===== src/sgs_pkg.sv =====
// ----------------------------------------------------------------------------
// sgs_pkg
// Shared types, constants and the gain table generator for the smoothed
// decibel gain stage.
// ----------------------------------------------------------------------------
package sgs_pkg;

  // Field widths fixed by the interface
  localparam int GAIN_W  = 22;
  localparam int PARAM_W = 18;
  localparam int COEFF_W = 16;
  localparam int FUNC_W  = 2;
  localparam int LEVEL_W = 16;

  // Parameter defaults
  localparam int TABLE_BITS_DEF  = 10;
  localparam int SAMPLE_BITS_DEF = 24;
  localparam int QUEUE_DEPTH     = 2;

  // Reset values
  localparam logic [COEFF_W-1:0]        COEFF_RST   = 16'd91;
  localparam logic signed [PARAM_W-1:0] SETTING_RST = 18'sd54613;
  localparam logic signed [PARAM_W-1:0] MOD_RST     = '0;
  localparam logic [GAIN_W-1:0]         UNITY_GAIN  = 22'd1048576;
  localparam logic [GAIN_W-1:0]         GAIN_MAX    = 22'h3FFFFF;

  // Fixed point shifts
  localparam int SMOOTH_SHIFT = 16;
  localparam int SCALE_SHIFT  = 20;

  // Item selector codes
  typedef enum logic [FUNC_W-1:0] {
    FUNC_FRAME = 2'd0,
    FUNC_GAIN  = 2'd1,
    FUNC_MOD   = 2'd2,
    FUNC_NONE  = 2'd3
  } func_t;

  // Queue entry kinds
  typedef enum logic {
    OP_FRAME  = 1'b0,
    OP_TARGET = 1'b1
  } op_kind_t;

  // Back end sequencer
  typedef enum logic [2:0] {
    BS_IDLE,
    BS_ROM,
    BS_SMOOTH,
    BS_SCALE,
    BS_SAT
  } back_state_t;

  // Queue handshake between front and back
  typedef struct packed {
    logic push;
    logic pop;
  } queue_ctl_t;

  // Gain table entry k: round(2^20 * 10^((-60 + k*step)/20)), capped.
  // Evaluated at elaboration only.
  function automatic logic [GAIN_W-1:0] gain_entry(int k, real db_step);
    real db;
    real lin;
    db  = -60.0 + db_step * real'(k);
    lin = 1048576.0 * (10.0 ** (db / 20.0));
    if (lin + 0.5 >= 4194304.0) begin
      return GAIN_MAX;
    end
    return GAIN_W'($rtoi(lin + 0.5));
  endfunction

endpackage


===== src/sgs_queue.sv =====
// ----------------------------------------------------------------------------
// sgs_queue
// Small register FIFO between the classifying front and the executing back.
// ----------------------------------------------------------------------------
module sgs_queue
  import sgs_pkg::*;
#(
  parameter int WIDTH = 8,
  parameter int DEPTH = QUEUE_DEPTH
) (
  input  logic             clk,
  input  logic             rst,
  input  queue_ctl_t       ctl,
  input  logic [WIDTH-1:0] wr_data,
  output logic [WIDTH-1:0] rd_data,
  output logic             full,
  output logic             not_empty
);

  localparam int PTR_W = (DEPTH > 1) ? $clog2(DEPTH) : 1;
  localparam int CNT_W = $clog2(DEPTH + 1);

  logic [WIDTH-1:0] mem [DEPTH];
  logic [PTR_W-1:0] wr_ptr;
  logic [PTR_W-1:0] rd_ptr;
  logic [CNT_W-1:0] count;

  logic do_push;
  logic do_pop;

  assign full      = (count == CNT_W'(DEPTH));
  assign not_empty = (count != '0);
  assign do_push   = ctl.push && !full;
  assign do_pop    = ctl.pop && not_empty;
  assign rd_data   = mem[rd_ptr];

  // Storage
  always_ff @(posedge clk) begin
    if (do_push) begin
      mem[wr_ptr] <= wr_data;
    end
  end

  // Pointers and occupancy
  always_ff @(posedge clk) begin
    if (rst) begin
      wr_ptr <= '0;
      rd_ptr <= '0;
      count  <= '0;
    end else begin
      if (do_push) begin
        wr_ptr <= (wr_ptr == PTR_W'(DEPTH - 1)) ? '0 : wr_ptr + 1'b1;
      end
      if (do_pop) begin
        rd_ptr <= (rd_ptr == PTR_W'(DEPTH - 1)) ? '0 : rd_ptr + 1'b1;
      end
      case ({do_push, do_pop})
        2'b10:   count <= count + 1'b1;
        2'b01:   count <= count - 1'b1;
        default: count <= count;
      endcase
    end
  end

endmodule


===== config.mk =====
export PLATFORM = sky130hd
export DESIGN_NAME = sgs_queue
export DESIGN_NICKNAME = d
export VERILOG_FILES = /design/src/sgs_pkg.sv /design/src/sgs_queue.sv
export SDC_FILE = /design/constraint.sdc
export NUM_CORES = 1
export LEC_CHECK = 0
export ABC_AREA = 1
export BUFFER_PORTS_ARGS = -buffer_cell sky130_fd_sc_hd__buf_2
export CORE_MARGIN = 2
export CORE_UTILIZATION = 53
export CTS_BUF_LIST = sky130_fd_sc_hd__clkbuf_8
export DETAILED_ROUTE_END_ITERATION = 16
export PLACE_DENSITY = 0.84
export SYNTH_ARGS = -nofsm -noshare
export SYNTH_HDL_FRONTEND = slang
export SYNTH_SLANG_ARGS = --single-unit

===== constraint.sdc =====
create_clock -name clk -period 1.8 [get_ports clk]
set_input_delay 0.36 -clock clk [delete_from_list [all_inputs] [get_ports clk]]
set_output_delay 0.36 -clock clk [all_outputs]
set_load 0.01 [all_outputs]

==> impl_metrics.env, run 1 <==
export IMPL_clock_sinks=21
export IMPL_yosysMostFrequentCell="edfxtp_1"
export IMPL_tightest_slew_ns=0.353
export IMPL_hold_ws_ns=0.295
export IMPL_dpl_cell_area_um2=993
export IMPL_worstPathMaxFanout=8
export IMPL_routed_wl_mm=1.31
export IMPL_fin_skew_ns=0.00322
export IMPL_yosys_warnings=0
export IMPL_syn_num_nets=78
export IMPL_vias=540
export IMPL_port_buffer_count=21
export IMPL_synth_area_leaders="edfxtp_1, dfxtp_1, mux2_1"
export IMPL_clkPwrFrac_pct=23.2
export IMPL_start_util_pct=57.0
export IMPL_pre_cts_ws_ns=0.370
export IMPL_postCtsSetupBuffers=0
export IMPL_syn_inst=65
export IMPL_dpl_cell_count=103
export IMPL_hp_class="in2reg"
export IMPL_routedWlPerCell_um=12.3
export IMPL_diodes=0
export IMPL_finalSetupTns_ns=0
export IMPL_crit_arrival_ns=1.31
export IMPL_root_buffer="clkbuf_8"
export IMPL_fin_area_mm2=0.00104
export IMPL_total_leakage_power_nw=0.453
export IMPL_required_ns=1.44
export IMPL_htreeDepth=1
export IMPL_synth_edff_count=16
export IMPL_layout_drive_gt1_share_pct=45.1
export IMPL_die_x_um=44.2
export IMPL_period_minus_slack_ns=1.67
export IMPL_grt_usage_pct=14.9
export IMPL_report_final_setup_viol=0
export IMPL_reg2reg_slack_ns=0.41
export IMPL_synth_ff_type="edfxtp_1"
export IMPL_dp_hpwl_mm=1.03
export IMPL_synth_seq_cells=21
export IMPL_postCtsResizedCells=0
export IMPL_die_area_mm2=0.00196
export IMPL_finalMaxSlewViolations=0
export IMPL_gp_congestion=0.828
export IMPL_comb_power_share_pct=26.1
export IMPL_worstSetupEndpointType="output pin"
export IMPL_area_delta_synth_final_pct=21.1
export IMPL_min_delay_start="wr_data[0]"
export IMPL_antenna_found_initial=0
export IMPL_clock_latency_ns=0.25
export IMPL_p_int_mw=0.894
export IMPL_power_switching_mw=0.368
export IMPL_drv_cap=0
export IMPL_fin_util_pct=69.0
export IMPL_synth_top_area_cell="edfxtp_1"
export IMPL_grt_pass1_wl_mm=2.05
export IMPL_first_iter_violations=11
export IMPL_hold_viol_final=0
export IMPL_post_route_period_util_pct=92.7
export IMPL_ant_nets=0
export IMPL_row_count=14
export IMPL_power_density_mw_per_mm2=1210
export IMPL_pwr_share_seq_pct=50.6
export IMPL_firstDrtPassIters=4
export IMPL_final_cells=107
export IMPL_sw_frac_of_total_pct=29.2
export IMPL_cp_start_kind="flip-flop"
export IMPL_syn_area_per_cell_um2=13.2
export IMPL_cts_buffers=3
export IMPL_hold_buffers=0
export IMPL_syn_area_um2=858
export IMPL_via_per_inst=5.05
export IMPL_route_detailed_drc=0
export IMPL_yosysSeqAreaShare_pct=67.6
export IMPL_crit_chain="mux2_2, buf_2"
export IMPL_synth_common_cells="edfxtp_1, nor2_1, inv_1, mux2_1"
export IMPL_grt_pass1_vias=525
export IMPL_r2r_start="count[1]"
export IMPL_cts_tree="built"
export IMPL_synth_top_cell_area_share_pct=56.0
export IMPL_clk_pin_slew_ns=0.07
export IMPL_grt_remaining_overflow=0
export IMPL_layout_nets=105
export IMPL_cts_buffer_depth=2
export IMPL_path_class="reg2out"
export IMPL_rsz0062_at_grt="false"
export IMPL_status="finished, final reports clean"
export IMPL_cpMaxStageDelayCell="dfxtp_1"
export IMPL_critPathMaxStageDelay_ns=0.53
export IMPL_peakVddDrop_uv=662
export IMPL_die_h_um=44.2
export IMPL_fmax_mhz=599
export IMPL_synth_distinct_cells=18
export IMPL_core_area_mm2=0.00151
export IMPL_finalPower_mw=1.26
export IMPL_worst_slack_ns=0.131
export IMPL_slew_headroom_pct=76.4
export IMPL_ios=22
export IMPL_ys_async_sr_fraction_pct=0
export IMPL_grt_max_degree=13
-- kinds of logic after synthesis --
kind of cell               share of synthesized area [%]
AOI/OAI and AO/OA                                   2.19
adders and majority gates                           1.46
buffers and inverters                               5.54
DFF                                                 67.6
muxes                                               10.5
and+or+nand+nor                                     12.7
-- per-layer routing --
layer  track usage, %  vias to the layer above  share of wire, %
met5                0                        -                 0
met4             7.27                        0              0.91
met3             3.67                        2               4.3
met2             27.4                       12                54
met1             15.8                      256                41
li1                 -                      270                 -
-- power by group through the flow --
stage | Combinational [mW] | Sequential, mW | Clock [mW]
floorplan | 0.245 | 0.628 | 0
global placement | 0.322 | 0.645 | 0
detailed placement | 0.335 | 0.649 | 0
CTS | 0.337 | 0.639 | 0.302
global route | 0.371 | 0.647 | 0.324
finish | 0.330 | 0.639 | 0.293
-- worst max-delay path: cells and delay by family, from the launching register on --
kind	cells	cell delay, ns
buf+inv	1	0.14
flops	1	0.53
mux	1	0.38
-- final timing paths --
check	to	depth (start not counted)
setup reg to reg	count[1]	9
hold reg to reg	flip-flop	2
setup / recovery	rd_data[0]	2
hold / removal	mem[0][0]	1
-- cells in the final DEF, fill, tap and decap left out, types with 2 or more instances in the layout --
cell / count
mux2_1: 6
clkbuf_8: 3
edfxtp_1: 16
inv_1: 6
buf_2: 21
nor2_2: 4
nand2_1: 5
nand2_4: 2
nor2_1: 8
inv_2: 3
mux2_2: 2
dfxtp_1: 5
buf_4: 2
-- sequential cells by signal, summed over array words and instances, names as in the netlist, named ones only --
register,count
mem,16
count,2
rd_ptr,1
wr_ptr,1
-- final cells by class --
cell class | count | area [um2]
Clock buffer | 3 | 41.3
Timing Repair Buffer | 23 | 120
Multi-Input combinational cell | 33 | 230
Inverter | 10 | 42.5
Sequential cell | 21 | 581
Fill cell | 111 | 467
Tap cell | 16 | 20.0
Clock inverter | 1 | 5.00
(Power assumes the default switching activity.)
==> run 2, diff against run 1 <==
- CORE_UTILIZATION: 53 -> 57
- PLACE_DENSITY: 0.84 -> 0.89
- clock period: 1.8 -> 2 ns (I/O delays scaled with it)
==> run 2 against run 1 <==
Compared with the run above:
- setup slack better by 0.13 ns
- critical path depth unchanged
- clock-buffer cell count unchanged
- core utilization up 2.0 points
- highest routed layer unchanged
==> impl_metrics.env, run 2 (synthesis gave the netlist of run 1 again) <==
export IMPL_status="finished, final reports clean"
export IMPL_dp_hpwl_mm=1.04
export IMPL_path_class="reg2out"
export IMPL_cts_tree="built"
export IMPL_finalMaxSlewViolations=0
export IMPL_regMostFlops="mem"
export IMPL_hp_class="in2reg"
export IMPL_r2r_start="count[0]"
export IMPL_finalSetupTns_ns=0
export IMPL_postCtsSetupBuffers=0
export IMPL_total_leakage_power_nw=0.448
export IMPL_peakVddDrop_uv=643
export IMPL_fin_skew_ns=0.00216
export IMPL_report_final_setup_viol=0
export IMPL_required_ns=1.60
export IMPL_biggestRegsByFlops="mem x16, count x2"
export IMPL_diodes=0
export IMPL_grt_remaining_overflow=0
export IMPL_via_per_inst=5.06
export IMPL_drv_cap=0
export IMPL_ant_nets=0
export IMPL_antenna_found_initial=0
export IMPL_port_buffer_count=21
export IMPL_row_count=14
export IMPL_hold_buffers=0
export IMPL_core_area_mm2=0.00145
export IMPL_postCtsResizedCells=0
export IMPL_rr_endpoint="count[1]"
export IMPL_power_density_mw_per_mm2=1100
export IMPL_die_h_um=42.8
export IMPL_route_detailed_drc=0
export IMPL_start_util_pct=59.0
export IMPL_die_area_mm2=0.00183
export IMPL_slew_headroom_pct=75.1
export IMPL_first_iter_violations=6
export IMPL_gp_congestion=0.756
export IMPL_ios=22
export IMPL_die_x_um=42.8
export IMPL_finalPower_mw=1.14
export IMPL_area_delta_synth_final_pct=20.3
export IMPL_cts_buffer_depth=2
export IMPL_clk_pin_slew_ns=0.07
export IMPL_grt_pass1_vias=548
export IMPL_rsz0062_at_grt="false"
export IMPL_worstPathMaxFanout=8
export IMPL_grt_max_degree=13
export IMPL_crit_arrival_ns=1.33
export IMPL_root_buffer="clkbuf_8"
export IMPL_routedWlPerCell_um=12.5
export IMPL_final_cell_mix="buf_2, edfxtp_1, nor2_1"
export IMPL_fmax_mhz=576
export IMPL_routed_wl_mm=1.32
export IMPL_layout_drive_gt1_share_pct=44.4
export IMPL_layout_nets=104
export IMPL_cts_buffers=3
export IMPL_grt_pass1_wl_mm=2.21
export IMPL_largest_reg_flops=16
export IMPL_crit_path_end="rd_data[0]"
export IMPL_firstDrtPassIters=6
export IMPL_clock_latency_ns=0.26
export IMPL_period_minus_slack_ns=1.73
export IMPL_hold_viol_final=0
export IMPL_layout_commonest_cell="buf_2"
export IMPL_tightest_slew_ns=0.373
export IMPL_reg2regPathDepth=9
export IMPL_htreeDepth=1
export IMPL_post_route_period_util_pct=86.7
export IMPL_reg2reg_slack_ns=0.58
export IMPL_vias=536
export IMPL_cp_start_kind="flip-flop"
export IMPL_worstSetupEndpointType="output pin"
export IMPL_clock_sinks=21
export IMPL_grt_usage_pct=16.9
==> run 2: cell types whose count changed in the layout (fill, tap and decap cells not counted) <==
cell and delta:
buf_4 -1
==> run 2: critical path, cell delays in order (launching register included) <==
cell	delay, ns
dfxtp_1	0.55
mux2_2	0.39
buf_2	0.15
==> run 2: layout make-up <==
type | instances | area, um2
Tap cell | 16 | 20.0
Inverter | 10 | 42.5
Fill cell | 109 | 422
Timing Repair Buffer | 22 | 113
Multi-Input combinational cell | 33 | 230
Sequential cell | 21 | 581
Clock inverter | 1 | 5.00
Clock buffer | 3 | 41.3
==> run 2: layer usage <==
layer  part of all wire (%)  vias up  track usage [%]
li1                       -      264                -
met1                     39      253             17.9
met2                     54       15             29.7
met3                    4.4        4             4.26
met4                    2.0        0             10.0
met5                      0        -                0
==> run 2: how the worst min path moves through the flow <==
stage                           from         to  cells after the start
after floorplan               rd_ptr  flip-flop                      2
after global placement        rd_ptr     rd_ptr                      2
after detailed placement      rd_ptr  flip-flop                      2
after CTS                 wr_data[4]  mem[0][4]                      1
after global routing      wr_data[7]  mem[0][7]                      1
final                     wr_data[0]  mem[0][0]                      1
==> run 2: per-stage QoR <==
| step | utilization, % | worst slack [ns] | hold slack [ns] | std cells | area, um2 |
|---|---|---|---|---|---|
| after floorplan | - | 0.620 | 0.469 | 65 | 858 |
| after global placement | 67.8 | 0.567 | 0.483 | 102 | 986 |
| after detailed placement | 67.8 | 0.514 | 0.508 | 102 | 986 |
| after CTS | 71.0 | 0.241 | 0.320 | 106 | 1030 |
| after global routing | 71.0 | 0.207 | 0.325 | 106 | 1030 |
| final | 71.0 | 0.265 | 0.330 | 106 | 1030 |
==> run 2: power breakdown <==
group	leakage [nW]	switching, mW	internal (mW)
sequential	0.191	0.0395	0.535
clock	0.0255	0.130	0.139
combinational	0.231	0.170	0.127
total	0.448	0.339	0.801
