### config.mk
export PLATFORM = sky130hd
export DESIGN_NAME = sgs_front
export DESIGN_NICKNAME = d
export VERILOG_FILES = /design/src/sgs_pkg.sv /design/src/sgs_front.sv
export SDC_FILE = /design/constraint.sdc
export NUM_CORES = 1
export LEC_CHECK = 0
export BUFFER_PORTS_ARGS = -buffer_cell sky130_fd_sc_hd__buf_4
export CAP_MARGIN = 40
export CORE_UTILIZATION = 48
export CTS_CLUSTER_SIZE = 12
export DETAILED_ROUTE_END_ITERATION = 12
export PLACE_DENSITY_LB_ADDON = 0.08
export SETUP_SLACK_MARGIN = 0.05
export SYNTH_ARGS = -nofsm -noshare
export SYNTH_HDL_FRONTEND = slang
export SYNTH_SLANG_ARGS = --single-unit
### constraint.sdc
create_clock -name clk -period 4.35 [get_ports clk]
set_input_delay 0.435 -clock clk [delete_from_list [all_inputs] [get_ports clk]]
set_output_delay 0.435 -clock clk [all_outputs]
set_load 0.02 [all_outputs]
### src/sgs_pkg.sv
// ----------------------------------------------------------------------------
// sgs_pkg
// Shared types, constants and the gain table generator for the smoothed
// decibel gain stage.
// ----------------------------------------------------------------------------
package sgs_pkg;

  // Field widths fixed by the interface
  localparam int GAIN_W  = 22;
  localparam int PARAM_W = 18;
  localparam int COEFF_W = 16;
  localparam int FUNC_W  = 2;
  localparam int LEVEL_W = 16;

  // Parameter defaults
  localparam int TABLE_BITS_DEF  = 10;
  localparam int SAMPLE_BITS_DEF = 24;
  localparam int QUEUE_DEPTH     = 2;

  // Reset values
  localparam logic [COEFF_W-1:0]        COEFF_RST   = 16'd91;
  localparam logic signed [PARAM_W-1:0] SETTING_RST = 18'sd54613;
  localparam logic signed [PARAM_W-1:0] MOD_RST     = '0;
  localparam logic [GAIN_W-1:0]         UNITY_GAIN  = 22'd1048576;
  localparam logic [GAIN_W-1:0]         GAIN_MAX    = 22'h3FFFFF;

  // Fixed point shifts
  localparam int SMOOTH_SHIFT = 16;
  localparam int SCALE_SHIFT  = 20;

  // Item selector codes
  typedef enum logic [FUNC_W-1:0] {
    FUNC_FRAME = 2'd0,
    FUNC_GAIN  = 2'd1,
    FUNC_MOD   = 2'd2,
    FUNC_NONE  = 2'd3
  } func_t;

  // Queue entry kinds
  typedef enum logic {
    OP_FRAME  = 1'b0,
    OP_TARGET = 1'b1
  } op_kind_t;

  // Back end sequencer
  typedef enum logic [2:0] {
    BS_IDLE,
    BS_ROM,
    BS_SMOOTH,
    BS_SCALE,
    BS_SAT
  } back_state_t;

  // Queue handshake between front and back
  typedef struct packed {
    logic push;
    logic pop;
  } queue_ctl_t;

  // Gain table entry k: round(2^20 * 10^((-60 + k*step)/20)), capped.
  // Evaluated at elaboration only.
  function automatic logic [GAIN_W-1:0] gain_entry(int k, real db_step);
    real db;
    real lin;
    db  = -60.0 + db_step * real'(k);
    lin = 1048576.0 * (10.0 ** (db / 20.0));
    if (lin + 0.5 >= 4194304.0) begin
      return GAIN_MAX;
    end
    return GAIN_W'($rtoi(lin + 0.5));
  endfunction

endpackage

### src/sgs_front.sv
// ----------------------------------------------------------------------------
// sgs_front
// Accepts items, tracks gain and modulation, and queues either a table
// index for a new target or a stereo frame.
// ----------------------------------------------------------------------------
module sgs_front
  import sgs_pkg::*;
#(
  parameter int TABLE_BITS  = TABLE_BITS_DEF,
  parameter int SAMPLE_BITS = SAMPLE_BITS_DEF,
  parameter int Q_W         = 1 + TABLE_BITS + 2 * SAMPLE_BITS
) (
  input  logic                          clk,
  input  logic                          rst,
  input  logic                          in_valid,
  output logic                          in_stall,
  input  logic [FUNC_W-1:0]             func,
  input  logic signed [SAMPLE_BITS-1:0] left_in,
  input  logic signed [SAMPLE_BITS-1:0] right_in,
  input  logic signed [PARAM_W-1:0]     param_value,
  input  logic                          q_full,
  output logic                          q_push,
  output logic [Q_W-1:0]                q_data
);

  logic signed [PARAM_W-1:0] gain_setting;
  logic signed [PARAM_W-1:0] mod_amount;

  logic                      accept;
  func_t                     fsel;
  logic signed [PARAM_W-1:0] gain_next;
  logic signed [PARAM_W-1:0] mod_next;
  logic signed [PARAM_W:0]   level_sum;
  logic [LEVEL_W-1:0]        level;
  logic [TABLE_BITS-1:0]     idx;
  op_kind_t                  kind;

  assign fsel     = func_t'(func);
  assign in_stall = q_full;
  assign accept   = in_valid && !q_full;

  // Settings as they stand after this transaction
  always_comb begin
    gain_next = gain_setting;
    mod_next  = mod_amount;
    case (fsel)
      FUNC_GAIN: gain_next = param_value;
      FUNC_MOD:  mod_next  = param_value;
      default:   ;
    endcase
  end

  // Clamp the sum to 0..65535 and take the table index from its top bits
  always_comb begin
    level_sum = {gain_next[PARAM_W-1], gain_next} + {mod_next[PARAM_W-1], mod_next};
    if (level_sum[PARAM_W]) begin
      level = '0;
    end else if (level_sum[PARAM_W-1:LEVEL_W] != '0) begin
      level = '1;
    end else begin
      level = level_sum[LEVEL_W-1:0];
    end
    idx = level[LEVEL_W-1 -: TABLE_BITS];
  end

  // Classify; the reserved selector is dropped
  assign kind   = (fsel == FUNC_FRAME) ? OP_FRAME : OP_TARGET;
  assign q_push = accept && (fsel != FUNC_NONE);
  assign q_data = {kind, idx, left_in, right_in};

  always_ff @(posedge clk) begin
    if (rst) begin
      gain_setting <= SETTING_RST;
      mod_amount   <= MOD_RST;
    end else if (accept) begin
      gain_setting <= gain_next;
      mod_amount   <= mod_next;
    end
  end

endmodule

==> results.md, run 1 <==
- Status: complete, no violations
- Share of post-route cells with drive strength above 1: 0.269
- WL final: 6.90 mm
- Vias: 2452
- H-tree depth: 2
- Multiplexer area fraction after synthesis: 0.133
- Placed cell count: roughly 430
- TritonCTS clock tree: built
- Reg2reg path depth: 2
- Reg clk slew, reported paths: 0.07 ns
- FF-to-FF End: gain_setting[0]
- # DRC: 0
- Netlist cell types: 51
- Critical Path RT: 3.91 ns
- Placer congestion estimate: between 0.8 and 0.9
- Starting Density: 0.504
- Post-Synthesis Cells: 379
- Synth top area share: 0.239
- #FFs+latches synth: 36
- Die area: 6620 sq um
- Post-synth EDFFs: 0
- Largest family of logic cells by synthesized area: simple AND/OR/NAND/NOR gates
- Worst VDD drop: between 0.0002 and 0.00025 V
- Tcrit/Tclk final: 0.932
- Unrepaired setup endpoints after global routing: no
- Net count after synthesis: 468
- Count of hold-fix buffers inserted at cts: 0
- Fmax achieved: 247 MHz
- Synth Cell Area: slightly above 3000 sq um
- Synth Area in XOR/XNOR: 0.0290
- Async set-or-reset flop fraction in the synthesized netlist: 0
- Least-Margin Pin Slew: 0.801 ns
- NumNets Final: 450
- Leakage: approximately 1.4 nW
- Top_reg_cell synth: dfxtp_1
- Clock Skews: 0 ns
- Critical path fanouts, max: 10
- IO Count: 133
- WHS Endpoint: gain_setting[0]
- Max_cap viols: 0
- Simple-Gate Fraction of Synth Area: 0.234
- Synthesized area per cell: 7.97 sq um
- Setup TNS: 0 ns
- Startpoint types: input pin
- Rel. slew slack: 0.463
- Initial DRC count: 108
- Compound-Gate Fraction of Synth Area: 0.143
- Die Ht: 81.3 um
- First-pass GRT wire length: 11.1 mm
- Vias in the first global route: 2291
- Biggest area consumer among synthesized cells: dfxtp_1
- Rows: 28
- Port Buffers: 36
- Pins Over Slew Limit: 0
- Crit path kind: in2out
- Final hold violation count: 0
- Initial antenna violation count: 0
- First-pass DRT Iterations: 4
- Core Region: around 6000 sq um
- Data arrival, critical path: 3.62 ns
- Via/cell ratio: between 5 and 6
- WL/cell: 15.8 um
- Min Tclk post-route: 4.05 ns
- Setup crit end kind: output pin
- Routed Antenna Nets: 0
- Non-filler cells, final: ~440
- Overflow after GRT: 0
- Post-Synth Adder-Cell Area: 0.0704
- Root buf cell: clkbuf_8
- Top post-synthesis cells by area: dfxtp_1, mux2_2, buf_4
- Hold_sp: param_value[0]
- Pwr/cell area: 359 nW/um^2
- CTS buffer count: 5
- Die width: roughly 81 um
- Min-Delay Path Class: in2reg
- Final number of setup-violating endpoints: 0
- YS warnings: 0
- CTS max path bufs: 2
- Area added between synthesis and finish: 2.57%
- R2R Path Start: gain_setting[0]
- Post-CTS Setup Bufs: 0
- Gr usage total: 0.218
- Min-Delay Path Depth: 2
- Register area share after synthesis: 0.239
- Number of cells upsized or downsized after cts: 0
- Post-detail-place hpwl: 5.05 mm
- Largest net degree at the start of global routing: 37
- # fillers: ~600
- Worst-Skew Late Latency: 0.28 ns
- ANT cells: 0
- Final core occ: 0.517
- Clock sinks: 36
- Flop2flop setup slack: about 3.5 ns
==> power by group <==
| group | total, mW | switching, mW | internal [mW] |
|---|---|---|---|
| clock | 0.256 | 0.115 | 0.141 |
| combinational | 0.496 | 0.280 | 0.217 |
| sequential | 0.360 | 0.00967 | 0.351 |
==> layout make-up <==
class                           instances  area, sq um  share of cell area
Timing Repair Buffer                   44          330               0.107
Clock buffer                            7         96.3              0.0311
Inverter                                2         7.51             0.00242
Tap cell                               75         93.8              0.0303
Multi-Input combinational cell        272         1850               0.597
Sequential cell                        36          721               0.233
==> cell usage in the layout (no fill, tap or decap), drive strengths merged, types with 5 or more instances in the layout <==
cell,instances
buf,44
dfxtp,36
clkbuf,7
ha,17
o21ai,6
nor2b,6
nor3,27
nor2,59
nand3,7
nand2,26
and3,5
xor2,7
nand3b,8
mux2,34
a21oi,14
a31oi,13
==> kinds of logic (layout without fill, tap and decap cells) <==
| group | after synthesis | in the layout |
|---|---|---|
| buf+inv | 71 | 53 |
| mux | 36 | 36 |
| fa+ha+maj | 17 | 17 |
| xor+xnor | 10 | 10 |
| flops | 36 | 36 |
| compound gates | 60 | 60 |
| simple gates | 149 | 149 |
==> cell usage after synthesis (all sizes together), types with 5 or more instances <==
cell type	number
nand3b	8
nor2	59
xor2	7
a21oi	14
and3	5
ha	17
buf	58
dfxtp	36
a31oi	13
clkbuf	11
nor2b	6
nand2	26
nor3	27
o21ai	6
nand3	7
mux2	34
==> worst max-delay path, stage by stage <==
cell and delay (ns):
buf_4 0.11, nor2b_2 0.28, buf_4 0.24, mux2_2 0.36
ha_1 0.33, a211oi_1 0.32, nor2_1 0.15, a31oi_1 0.20
o21a_1 0.30, o2111ai_1 0.43, a31oi_1 0.29, buf_4 0.17
==> metrics by stage <==
| step | instance area [sq um] | power, mW | setup slack [ns] | hold WS (ns) |
|---|---|---|---|---|
| 6_report | 3100 | 1.11 | 0.296 | 0.423 |
| 5_1_grt | 3100 | 1.18 | 0.0800 | 0.438 |
| 4_1_cts | 3100 | 1.12 | 0.304 | 0.416 |
| 3_5_place_dp | 3000 | 0.859 | 0.320 | 0.455 |
| 3_3_place_gp | 3000 | 0.858 | 0.363 | 0.444 |
| 2_1_floorplan | 3020 | 0.772 | 0.131 | 0.434 |
==> how the worst max path moves through the flow <==
stage	start	end	slack, ns	cells past startpoint
2_1_floorplan	func[0]	q_data[48]	0.13	12
3_3_place_gp	func[0]	q_data[51]	0.36	12
3_5_place_dp	func[0]	q_data[48]	0.32	12
4_1_cts	func[0]	q_data[48]	0.30	12
5_1_grt	func[0]	q_data[48]	0.08	12
6_report	func[0]	q_data[48]	0.30	12
==> metal layers <==
layer	routed length, um	GRT usage	up-vias	part of all wire
li1	-	-	1250	-
met1	3480	0.304	1125	0.50
met5	0	0	-	0
met2	2960	0.333	66	0.43
met3	354	0.0416	11	0.051
met4	109	0.0679	0	0.016
==> sequential cells by signal, indices dropped and copies added (netlist names) <==
| name | flops |
|---|---|
| gain_setting | 18 |
| mod_amount | 18 |
Power figures use the tool's default switching activity.
==> run 2: changes to the inputs <==
--- a/config.mk
+++ b/config.mk
@@ -7,6 +7,7 @@
 export LEC_CHECK = 0
 export BUFFER_PORTS_ARGS = -buffer_cell sky130_fd_sc_hd__buf_4
 export CAP_MARGIN = 40
+export CORE_ASPECT_RATIO = 0.8
 export CORE_UTILIZATION = 48
 export CTS_CLUSTER_SIZE = 12
 export DETAILED_ROUTE_END_ITERATION = 12
==> run 2 against run 1 <==
  * Critical path depth did not move
  * Sequential power barely moved
  * Utilization increased by 0.16 points
  * Via count is 1.1% higher
  * Power shrank 0.85%
  * Routed wire length fell by 1.2%
  * Global-route usage down 0.56 points
  * Largest cell class unchanged
==> results.md, run 2 (synthesis gave the netlist of run 1 again) <==
- WL final: 6.81 mm (-1.2%)
- Min-Delay Path Class: in2reg
- CTS buffer count: 5 (unchanged)
- Hold Worst Slack: 0.426 ns (+0.00304 ns)
- NumNets Final: 449 (-0.22%)
- Vias in the first global route: 2318 (+1.2%)
- FF-to-FF End: gain_setting[0]
- Largest registers: gain_setting: 18 flops, mod_amount: 18 flops
- GR Util met2: 0.354 (+0.0202)
- Grt peak-use layer: met2
- R2R Path Start: gain_setting[0]
- # DRC: 0 (unchanged)
- GR Util met1: 0.277 (-0.0274)
- Die area: 6620 sq um (about the same)
- First-pass DRT Iterations: 4 (unchanged)
- Initial DRC count: 96 (-11%)
- Commonest non-fill, non-tap cell in the layout: nor2_1
- Most frequent cells in the layout: nor2_1, buf_4, dfxtp_1, mux2_2, nor3_1
- Tcrit/Tclk final: 0.933 (about the same)
- Post-detail-place hpwl: 5.11 mm (+1.2%)
- Post-CTS Setup Bufs: 0 (unchanged)
- Worst-Skew Late Latency: 0.29 ns (about the same)
- Largest net degree at the start of global routing: 37 (unchanged)
- Setup crit end kind: output pin
- Clock sinks: 36 (unchanged)
- Hold_sp: param_value[0]
- Crit path kind: in2out
- Number of cells upsized or downsized after cts: 0 (unchanged)
- Min Tclk post-route: 4.06 ns (+0.00320 ns)
- H-tree depth: 2 (unchanged)
- Leakage: 1.35 nW (-0.28%)
- Critical path fanouts, max: 10 (unchanged)
- Critical Path RT: 3.91 ns (about the same)
- Pins Over Slew Limit: 0 (unchanged)
- Max_cap viols: 0 (unchanged)
- Setup TNS: 0 ns (unchanged)
- Unrepaired setup endpoints after global routing: no
- Rel. slew slack: 0.679 (+0.216)
- Final number of setup-violating endpoints: 0 (unchanged)
- Power Internal: 686 uW (-3.1%)
- Die Ht: 73.0 um (-10%)
- Reg2reg path depth: 2 (unchanged)
- Reg clk slew, reported paths: 0.08 ns (about the same)
- TritonCTS clock tree: built
- Share of post-route cells with drive strength above 1: 0.266 (-0.00277)
- Vias: 2480 (+1.1%)
- Final hold violation count: 0 (unchanged)
- Placer congestion estimate: 0.918 (+4.1%)
- Finished Cell Area: 3120 sq um (+0.57%)
- Sw power: 417 uW (+3.2%)
- Least-Margin Pin Slew: 0.481 ns (-0.320 ns)
- Data arrival, critical path: 3.62 ns (about the same)
- ANT cells: 0 (unchanged)
- Placed cell area: 3030 sq um (+0.83%)
- Overflow after GRT: 0 (unchanged)
- Pwr/cell area: 354 nW/um^2 (-1.4%)
- WHS Endpoint: mod_amount[0]
- Root buf cell: clkbuf_8
- Status: complete, no violations
- Die width: 90.7 um (+12%)
- Gr usage total: 0.212 (-0.00563)
- Sequential share of power: 0.327 (+0.003)
- First-pass GRT wire length: 11.2 mm (+1.4%)
- Count of hold-fix buffers inserted at cts: 0 (unchanged)
- Rows: 25 (-11%)
- Fmax achieved: 246 MHz (about the same)
- Flop2flop setup slack: 3.44 ns (about the same)
- Port Buffers: 36 (unchanged)
- Routed Antenna Nets: 0 (unchanged)
- Power share of the combinational group: 0.451 (+0.005)
- Clock Skews: 0 ns (unchanged)
- Min-Delay Path Depth: 3 (+1)
- Initial antenna violation count: 0 (unchanged)
- Clock share of power: 0.222 (-0.008)
- Met3 Use GR: 0.0500 (+0.00843)
- Overall power: 1.10 mW (-0.85%)
- Core Region: 6010 sq um (+0.25%)
- Via/cell ratio: 5.61 (-0.23%)
- Worst VDD drop: 0.000177 V (-14%)
- Switch share: 0.378 (+0.0147)
- Startpoint types: input pin
- Starting Density: 0.503 (-0.00126)
- IO Count: 133 (unchanged)
- CTS max path bufs: 2 (unchanged)
- Area added between synthesis and finish: 3.15%
- WL/cell: 15.4 um (-2.6%)
==> run 2: changes by cell type in the layout (fill, tap and decap cells not counted) <==
| cell | previous run | this run |
|---|---|---|
| buf_16 | 0 | 1 |
| clkinvlp_4 | 0 | 1 |
| buf_4 | 44 | 42 |
| clkbuf_1 | 0 | 1 |
| clkbuf_8 | 7 | 5 |
| nor2b_4 | 0 | 1 |
| clkinv_4 | 0 | 1 |
| nor2b_2 | 3 | 2 |
==> run 2: power by group through the flow <==
stage / combinational, mW / sequential, mW / clock, mW
after floorplan: 0.407 / 0.365 / 0
after global placement: 0.492 / 0.368 / 0
after detailed placement: 0.497 / 0.368 / 0
after CTS: 0.499 / 0.361 / 0.251
after global routing: 0.548 / 0.363 / 0.266
final: 0.498 / 0.360 / 0.245
==> run 2: worst max-delay path by stage <==
stage / from / to / slack [ns]
2_1_floorplan: func[0] / q_data[48] / 0.13
3_3_place_gp: func[1] / q_data[56] / 0.35
3_5_place_dp: func[1] / q_data[51] / 0.29
4_1_cts: func[1] / q_data[51] / 0.28
5_1_grt: func[0] / q_data[57] / 0.08
6_report: func[1] / q_data[51] / 0.29
==> run 2: critical path, stage by stage <==
cell and delay [ns]:
buf_4 0.11, nor2b_2 0.37, mux2_2 0.40, ha_1 0.35
a211o_1 0.28, a31o_2 0.27, a31o_4 0.27, a21oi_1 0.27
mux2i_1 0.32, nand3_4 0.16, a31oi_1 0.21, buf_4 0.17
==> run 2: final cells by class <==
type                       instances  area (sq um)
sequential                        36           721
fill                             606          2890
clock inverter                     2          16.3
multi-input combinational        272          1860
inverter                           2          7.51
tap                               81           101
timing repair buffer              43           343
clock buffer                       6          72.6
==> run 2: per-stage QoR <==
step / setup WS, ns / std cells / util
floorplan: 0.131 / 379 / -
global route: 0.0837 / 442 / 0.519
detailed placement: 0.291 / 434 / 0.504
CTS: 0.280 / 442 / 0.519
finish: 0.293 / 442 / 0.519
global placement: 0.350 / 433 / 0.500
==> run 2: per-layer routing <==
metal,wire [um],part of all wire
met5,0,0
met4,75,0.011
met3,381,0.056
met2,3100,0.45
met1,3260,0.48
